[src/hw/rtl/kts_pkg.sv]
package kts_pkg;

    // track table size
    localparam int KEYS   = 64;
    localparam int KEY_AW = $clog2(KEYS);
    localparam int CNT_W  = $clog2(KEYS + 1);

    // shared divider geometry: quotient never exceeds one in q16
    localparam int DIV_DW = 49;
    localparam int DIV_SW = 33;
    localparam int DIV_QW = 17;

    localparam int SQRT_RW = 64;
    localparam int SQRT_QW = 32;

    localparam logic OP_WRITE  = 1'b0;
    localparam logic OP_SAMPLE = 1'b1;

    localparam logic REG_KEY_COUNT  = 1'b0;
    localparam logic REG_TRACK_KIND = 1'b1;

    localparam logic KIND_VECTOR = 1'b0;
    localparam logic KIND_QUAT   = 1'b1;

    localparam logic [1:0] ST_OK        = 2'd0;
    localparam logic [1:0] ST_CLAMP     = 2'd1;
    localparam logic [1:0] ST_ZERO_SPAN = 2'd2;

    localparam logic [16:0] Q16_ONE = 17'h10000;

    typedef enum logic [4:0] {
        CMD_NONE,
        CMD_LD_A,
        CMD_LD_B,
        CMD_RAW,
        CMD_F_ZERO,
        CMD_F_ONE,
        CMD_DIV_F,
        CMD_F_DIV,
        CMD_MUL_BLEND,
        CMD_BLEND_RES,
        CMD_BLEND_A,
        CMD_ACC_CLR,
        CMD_MUL_SQ,
        CMD_ACC_SQ,
        CMD_SQRT,
        CMD_DIV_N,
        CMD_N_WR,
        CMD_MUL_DOT,
        CMD_ACC_DOT,
        CMD_NEG_B
    } kts_op_t;

    typedef enum logic [1:0] {
        DST_A,
        DST_B,
        DST_RES
    } kts_dst_t;

    typedef struct packed {
        kts_op_t           op;
        logic [1:0]        k;
        logic              src_b;
        kts_dst_t          dst;
        logic [KEY_AW-1:0] rd_addr;
        logic              key_wr;
        logic              smp_load;
    } kts_cmd_t;

    typedef struct packed {
        logic hit;
        logic den_zero;
        logic neg;
        logic over;
        logic div_done;
        logic sqrt_done;
        logic dot_neg;
    } kts_flags_t;

endpackage

[src/hw/rtl/kts_ctrl.sv]
module kts_ctrl (
    input  logic                clk,
    input  logic                rst_n,
    input  logic                start,
    input  logic                opcode,
    input  logic [6:0]          key_count,
    input  logic                track_kind,
    input  kts_pkg::kts_flags_t flags,
    output logic                busy,
    output logic                done,
    output logic [1:0]          status,
    output kts_pkg::kts_cmd_t   cmd
);

    typedef enum logic [4:0] {
        S_IDLE,
        S_ONE_RD,
        S_ONE_LD,
        S_RAW,
        S_SRCH_RD,
        S_SRCH_CK,
        S_SEG_A,
        S_SEG_B,
        S_SEG_C,
        S_CHK,
        S_FDIV,
        S_MODE,
        S_VB_MUL,
        S_VB_WR,
        S_N_CLR,
        S_N_MUL,
        S_N_ADD,
        S_N_SQRT,
        S_N_SQW,
        S_N_DIV,
        S_N_DIVW,
        S_DOT_CLR,
        S_DOT_MUL,
        S_DOT_ADD,
        S_DOT_CHK,
        S_QB_MUL,
        S_QB_WR
    } state_t;

    typedef enum logic [1:0] {
        PH_A,
        PH_B,
        PH_MIX
    } phase_t;

    state_t                       state_reg, state_next;
    phase_t                       phase_reg, phase_next;
    logic [kts_pkg::KEY_AW-1:0]   idx_reg, idx_next;
    logic [kts_pkg::CNT_W-1:0]    n_reg, n_next;
    logic [1:0]                   k_reg, k_next;
    logic                         done_reg, done_next;
    logic [1:0]                   status_reg, status_next;
    logic [kts_pkg::CNT_W-1:0]    n_clamped;

    always_comb
    begin
        if (key_count == '0)
        begin
            n_clamped = kts_pkg::CNT_W'(1);
        end
        else if (32'(key_count) > kts_pkg::KEYS)
        begin
            n_clamped = kts_pkg::CNT_W'(kts_pkg::KEYS);
        end
        else
        begin
            n_clamped = kts_pkg::CNT_W'(key_count);
        end
    end

    always_comb
    begin
        state_next  = state_reg;
        phase_next  = phase_reg;
        idx_next    = idx_reg;
        n_next      = n_reg;
        k_next      = k_reg;
        done_next   = 1'b0;
        status_next = status_reg;

        cmd          = '0;
        cmd.op       = kts_pkg::CMD_NONE;
        cmd.k        = k_reg;
        cmd.src_b    = phase_reg == PH_B;
        cmd.rd_addr  = idx_reg;
        case (phase_reg)
            PH_A:    cmd.dst = kts_pkg::DST_A;
            PH_B:    cmd.dst = kts_pkg::DST_B;
            PH_MIX:  cmd.dst = kts_pkg::DST_RES;
            default: cmd.dst = kts_pkg::DST_RES;
        endcase

        case (state_reg)
            S_IDLE:
            begin
                if (start)
                begin
                    if (opcode == kts_pkg::OP_WRITE)
                    begin
                        cmd.key_wr = 1'b1;
                    end
                    else
                    begin
                        cmd.smp_load = 1'b1;
                        status_next  = kts_pkg::ST_OK;
                        n_next       = n_clamped;
                        idx_next     = '0;
                        state_next   = (n_clamped == kts_pkg::CNT_W'(1)) ? S_ONE_RD : S_SRCH_RD;
                    end
                end
            end
            S_ONE_RD:
            begin
                state_next = S_ONE_LD;
            end
            S_ONE_LD:
            begin
                cmd.op     = kts_pkg::CMD_LD_A;
                state_next = S_RAW;
            end
            S_RAW:
            begin
                cmd.op     = kts_pkg::CMD_RAW;
                done_next  = 1'b1;
                state_next = S_IDLE;
            end
            S_SRCH_RD:
            begin
                cmd.rd_addr = idx_reg + kts_pkg::KEY_AW'(1);
                state_next  = S_SRCH_CK;
            end
            S_SRCH_CK:
            begin
                if (flags.hit)
                begin
                    state_next = S_SEG_A;
                end
                else if (32'(idx_reg) + 2 >= 32'(n_reg))
                begin
                    idx_next    = '0;
                    status_next = kts_pkg::ST_CLAMP;
                    state_next  = S_SEG_A;
                end
                else
                begin
                    idx_next   = idx_reg + kts_pkg::KEY_AW'(1);
                    state_next = S_SRCH_RD;
                end
            end
            S_SEG_A:
            begin
                state_next = S_SEG_B;
            end
            S_SEG_B:
            begin
                cmd.op      = kts_pkg::CMD_LD_A;
                cmd.rd_addr = idx_reg + kts_pkg::KEY_AW'(1);
                state_next  = S_SEG_C;
            end
            S_SEG_C:
            begin
                cmd.op     = kts_pkg::CMD_LD_B;
                state_next = S_CHK;
            end
            S_CHK:
            begin
                if (flags.den_zero)
                begin
                    status_next = kts_pkg::ST_ZERO_SPAN;
                    state_next  = S_RAW;
                end
                else if (flags.neg)
                begin
                    cmd.op      = kts_pkg::CMD_F_ZERO;
                    status_next = kts_pkg::ST_CLAMP;
                    state_next  = S_MODE;
                end
                else if (flags.over)
                begin
                    cmd.op      = kts_pkg::CMD_F_ONE;
                    status_next = kts_pkg::ST_CLAMP;
                    state_next  = S_MODE;
                end
                else
                begin
                    cmd.op     = kts_pkg::CMD_DIV_F;
                    state_next = S_FDIV;
                end
            end
            S_FDIV:
            begin
                if (flags.div_done)
                begin
                    cmd.op     = kts_pkg::CMD_F_DIV;
                    state_next = S_MODE;
                end
            end
            S_MODE:
            begin
                k_next = '0;
                if (track_kind == kts_pkg::KIND_VECTOR)
                begin
                    state_next = S_VB_MUL;
                end
                else
                begin
                    phase_next = PH_A;
                    state_next = S_N_CLR;
                end
            end
            S_VB_MUL:
            begin
                cmd.op     = kts_pkg::CMD_MUL_BLEND;
                state_next = S_VB_WR;
            end
            S_VB_WR:
            begin
                cmd.op = kts_pkg::CMD_BLEND_RES;
                if (k_reg == 2'd2)
                begin
                    done_next  = 1'b1;
                    state_next = S_IDLE;
                end
                else
                begin
                    k_next     = k_reg + 2'd1;
                    state_next = S_VB_MUL;
                end
            end
            S_N_CLR:
            begin
                cmd.op     = kts_pkg::CMD_ACC_CLR;
                k_next     = '0;
                state_next = S_N_MUL;
            end
            S_N_MUL:
            begin
                cmd.op     = kts_pkg::CMD_MUL_SQ;
                state_next = S_N_ADD;
            end
            S_N_ADD:
            begin
                cmd.op = kts_pkg::CMD_ACC_SQ;
                if (k_reg == 2'd3)
                begin
                    state_next = S_N_SQRT;
                end
                else
                begin
                    k_next     = k_reg + 2'd1;
                    state_next = S_N_MUL;
                end
            end
            S_N_SQRT:
            begin
                cmd.op     = kts_pkg::CMD_SQRT;
                state_next = S_N_SQW;
            end
            S_N_SQW:
            begin
                if (flags.sqrt_done)
                begin
                    k_next     = '0;
                    state_next = S_N_DIV;
                end
            end
            S_N_DIV:
            begin
                cmd.op     = kts_pkg::CMD_DIV_N;
                state_next = S_N_DIVW;
            end
            S_N_DIVW:
            begin
                if (flags.div_done)
                begin
                    cmd.op = kts_pkg::CMD_N_WR;
                    if (k_reg == 2'd3)
                    begin
                        case (phase_reg)
                            PH_A:
                            begin
                                phase_next = PH_B;
                                state_next = S_N_CLR;
                            end
                            PH_B:
                            begin
                                state_next = S_DOT_CLR;
                            end
                            default:
                            begin
                                done_next  = 1'b1;
                                state_next = S_IDLE;
                            end
                        endcase
                    end
                    else
                    begin
                        k_next     = k_reg + 2'd1;
                        state_next = S_N_DIV;
                    end
                end
            end
            S_DOT_CLR:
            begin
                cmd.op     = kts_pkg::CMD_ACC_CLR;
                k_next     = '0;
                state_next = S_DOT_MUL;
            end
            S_DOT_MUL:
            begin
                cmd.op     = kts_pkg::CMD_MUL_DOT;
                state_next = S_DOT_ADD;
            end
            S_DOT_ADD:
            begin
                cmd.op = kts_pkg::CMD_ACC_DOT;
                if (k_reg == 2'd3)
                begin
                    state_next = S_DOT_CHK;
                end
                else
                begin
                    k_next     = k_reg + 2'd1;
                    state_next = S_DOT_MUL;
                end
            end
            S_DOT_CHK:
            begin
                if (flags.dot_neg)
                begin
                    cmd.op = kts_pkg::CMD_NEG_B;
                end
                k_next     = '0;
                state_next = S_QB_MUL;
            end
            S_QB_MUL:
            begin
                cmd.op     = kts_pkg::CMD_MUL_BLEND;
                state_next = S_QB_WR;
            end
            S_QB_WR:
            begin
                cmd.op = kts_pkg::CMD_BLEND_A;
                if (k_reg == 2'd3)
                begin
                    phase_next = PH_MIX;
                    state_next = S_N_CLR;
                end
                else
                begin
                    k_next     = k_reg + 2'd1;
                    state_next = S_QB_MUL;
                end
            end
            default:
            begin
                state_next = S_IDLE;
            end
        endcase
    end

    always_ff @(posedge clk or negedge rst_n)
    begin
        if (!rst_n)
        begin
            state_reg  <= S_IDLE;
            phase_reg  <= PH_A;
            idx_reg    <= '0;
            n_reg      <= kts_pkg::CNT_W'(1);
            k_reg      <= '0;
            done_reg   <= 1'b0;
            status_reg <= kts_pkg::ST_OK;
        end
        else
        begin
            state_reg  <= state_next;
            phase_reg  <= phase_next;
            idx_reg    <= idx_next;
            n_reg      <= n_next;
            k_reg      <= k_next;
            done_reg   <= done_next;
            status_reg <= status_next;
        end
    end

    assign busy   = state_reg != S_IDLE;
    assign done   = done_reg;
    assign status = status_reg;

    a_done_after_busy: assert property (@(posedge clk) disable iff (!rst_n)
        done_reg |-> $past(busy))
        else $error("result strobe without a request in flight");

    a_single_strobe: assert property (@(posedge clk) disable iff (!rst_n)
        done_reg |=> !done_reg)
        else $error("result strobe held for more than one cycle");

    a_sample_goes_busy: assert property (@(posedge clk) disable iff (!rst_n)
        (start && !busy && opcode == kts_pkg::OP_SAMPLE) |=> busy)
        else $error("sample request did not start the sequencer");

    a_search_in_range: assert property (@(posedge clk) disable iff (!rst_n)
        (state_reg == S_SRCH_CK) |-> (32'(idx_reg) + 2 <= 32'(n_reg)))
        else $error("key search ran past the key count");

endmodule

[config.mk]
export PLATFORM = sky130hd
export DESIGN_NAME = kts_ctrl
export DESIGN_NICKNAME = d
export VERILOG_FILES = /design/src/hw/rtl/kts_pkg.sv /design/src/hw/rtl/kts_ctrl.sv
export SDC_FILE = /design/constraint.sdc
export NUM_CORES = 1
export LEC_CHECK = 0
export ABC_AREA = 1
export BUFFER_PORTS_ARGS = -buffer_cell sky130_fd_sc_hd__clkbuf_2
export CAP_MARGIN = 15
export CORE_ASPECT_RATIO = 0.8
export CORE_MARGIN = 2
export CORE_UTILIZATION = 40
export CTS_BUF_LIST = sky130_fd_sc_hd__clkbuf_4
export CTS_CLUSTER_SIZE = 12
export DETAILED_ROUTE_END_ITERATION = 10
export PLACE_DENSITY = 0.7
export SYNTH_ARGS = -nofsm -noshare
export SYNTH_HDL_FRONTEND = slang
export SYNTH_SLANG_ARGS = --single-unit
[constraint.sdc]
create_clock -name clk -period 2.5 [get_ports clk]
set_input_delay 0.25 -clock clk [delete_from_list [all_inputs] [get_ports clk]]
set_output_delay 0.25 -clock clk [all_outputs]
set_load 0.05 [all_outputs]
==> run metrics <==
pre-CTS setup slack 0.374 ns; Yosys reg bits 25; # setup viols final 0; Synth Warn # 0; htree depth 1; top-area cell type share of the netlist area 27.0%; max FFs per register 7; vias in the first global route 2083; main area contributors after synthesis dfrtp_1, nand2_1, nand3_1; first-pass GRT wire length 10.0 mm; Setup crit end kind primary output; Min-Delay Startpoint key_count[0]; Worst-Margin Slew roughly 0.63 ns; post-route clock skew approximately 0.0012 ns; ys async rst share 100%; FMAX approximately 430 MHz; DRC Markers 0; final net count roughly 430; Worst Path Required 2.25 ns; Mapped Cells 358; crit-path max FO 10; area leader, netlist dfrtp_1; maxcap violations 0; Clock Path Buffers 2; TNS Setup 0 ns; vias per cell just over 5; syn avg cell area around 6.2 um2; dpl hpwl roughly 5.0 mm; antenna violations before repair 0; area growth from synthesis to layout 14.8%; ys flop type dfrtp_1; vias post-DR ~2400; Initial Util around 41%; Leak 1.48 nW; Critical Path Start Type flop; EDFF count, synth 0; io pins 41; Worst VDD drop 453 uV; Crit Reg-Reg Startpoint idx_reg[2]; Clock Latency Late Sink ~0.33 ns; drt pass-1 iters 5; clock slew at reported path FFs approximately 0.15 ns; worst hold slack between 0.1 and 0.15 ns; Starting DRT DRC Count 297; cell area after synthesis approximately 2200 um2; Post-Syn Nets a little under 400; GRT Overall Usage between 20% and 30%; row cnt 24; Synth top cells by count nand2_1, nor2_1, inv_1; RSZ-0062 raised after global routing false; Power Dens Cells 1130 nW/um2; post-synthesis sequential area ratio approximately 28%; count leader, synth nand2_1; n_diodes 0; chip height approximately 71 um; Final Hold Fails 0; Max-Slew Margin vs Limit 57.8%; fin crit period ~2.3 ns; GP Congestion roughly 0.95; Root Buffer Master clkbuf_4; WS Path Type reg -> out; Min-Delay Path Class in -> reg; core area around 5400 um2; IO Port Bufs 40; CTS tree done; drt wl/cell ~13 um; Tcrit/Tclk final between 90% and 100%; Worst EP arrival between 2 and 2.5 ns; GRT overflow 0; fin. max-slew vios 0; post-route setup slack between 0.15 and 0.2 ns; synth unique cells 29; Antenna Nets Post-Route 0; Routed WL about 6.0 mm; clock tree sinks 25; DIE AREA ~6000 um2; worst setup path start state_reg[1]; post-layout util between 40% and 50%; Num CTS Buffers 3; Overall Power around 0.0029 W; run status completed; share of cells above drive strength 1 ~17%; largest net degree at the start of global routing 26; Die Wd 87.3 um
final cells by class:
type / instances / area, um2
Sequential cell: 25 / 631
Clock buffer: 3 / 22.5
Fill cell: 579 / 2850
Tap cell: 65 / 81.3
Multi-Input combinational cell: 282 / 1410
Timing Repair Buffer: 43 / 225
Clock inverter: 1 / 8.76
Inverter: 46 / 174
cells by family after synthesis:
| family | after synthesis | share of synthesized area [%] |
|---|---|---|
| DFF | 25 | 28.2 |
| xor gates and xnor gates | 5 | 1.97 |
| muxes | 2 | 0.957 |
| AOI/OAI and AO/OA | 31 | 7.71 |
| and+or+nand+nor | 233 | 45.8 |
| adders and majority gates | 11 | 6.19 |
| buffers and inverters | 51 | 9.18 |
layout by cell type, fill, tap and decap left out, drive strengths merged, types with 2 or more instances in the layout:
| master | n |
|---|---|
| nand2 | 121 |
| o21ai | 14 |
| a21oi | 9 |
| nand4 | 9 |
| xor2 | 5 |
| clkbuf | 42 |
| o22ai | 3 |
| o21a | 2 |
| ha | 11 |
| dfrtp | 24 |
| nor3 | 12 |
| nor2 | 50 |
| nand3b | 2 |
| buf | 3 |
| inv | 46 |
| nand3 | 38 |
final timing paths:
kind,endpoint,slack (ns),depth (start not counted)
setup / recovery,cmd[4],0.19,7
hold / removal,n_reg[0],0.14,3
setup reg to reg,idx_reg[1],0.43,10
hold reg to reg,status[1],0.50,2
max in group asynchronous,state_reg[1],1.61,2
min in group asynchronous,n_reg[4],0.45,2
report_power, final:
group / total (W) / switching [W] / internal [W]
sequential: 0.000702 / 0.000149 / 0.000553
combinational: 0.00199 / 0.00143 / 0.000563
clock: 0.000200 / 0.000134 / 0.0000654
total: 0.00289 / 0.00171 / 0.00118
timing repair:
action                     CTS  global route
pin swaps                    0             0
setup buffers                0             0
setup endpoints to repair    1             8
hold buffers                 1             0
resized for setup            1             7
hold endpoints to repair    24             0
critical path: stages, from the launching register on:
cell	delay [ns]
dfrtp_2	0.48
nor2_1	0.17
nand2_1	0.14
inv_1	0.12
nand2_1	0.10
nand2_4	0.14
mux2_2	0.35
clkbuf_2	0.23
metrics by stage:
stage / cells / instance area [um2]
after global routing: 465 / 2550
after global placement: 460 / 2490
after detailed placement: 460 / 2490
after CTS: 465 / 2530
after floorplan: 358 / 2220
final: 465 / 2550
layer usage:
metal | up-vias | wire length (um) | part of all wire (%) | global-route usage [%]
met1 | 1069 | 2970 | 49 | 32.4
met5 | - | 0 | 0 | 0
met3 | 4 | 473 | 7.9 | 3.38
met4 | 0 | 31 | 0.52 | 3.59
met2 | 98 | 2530 | 42 | 28.8
li1 | 1238 | - | - | -
(Power assumes the default switching activity.)
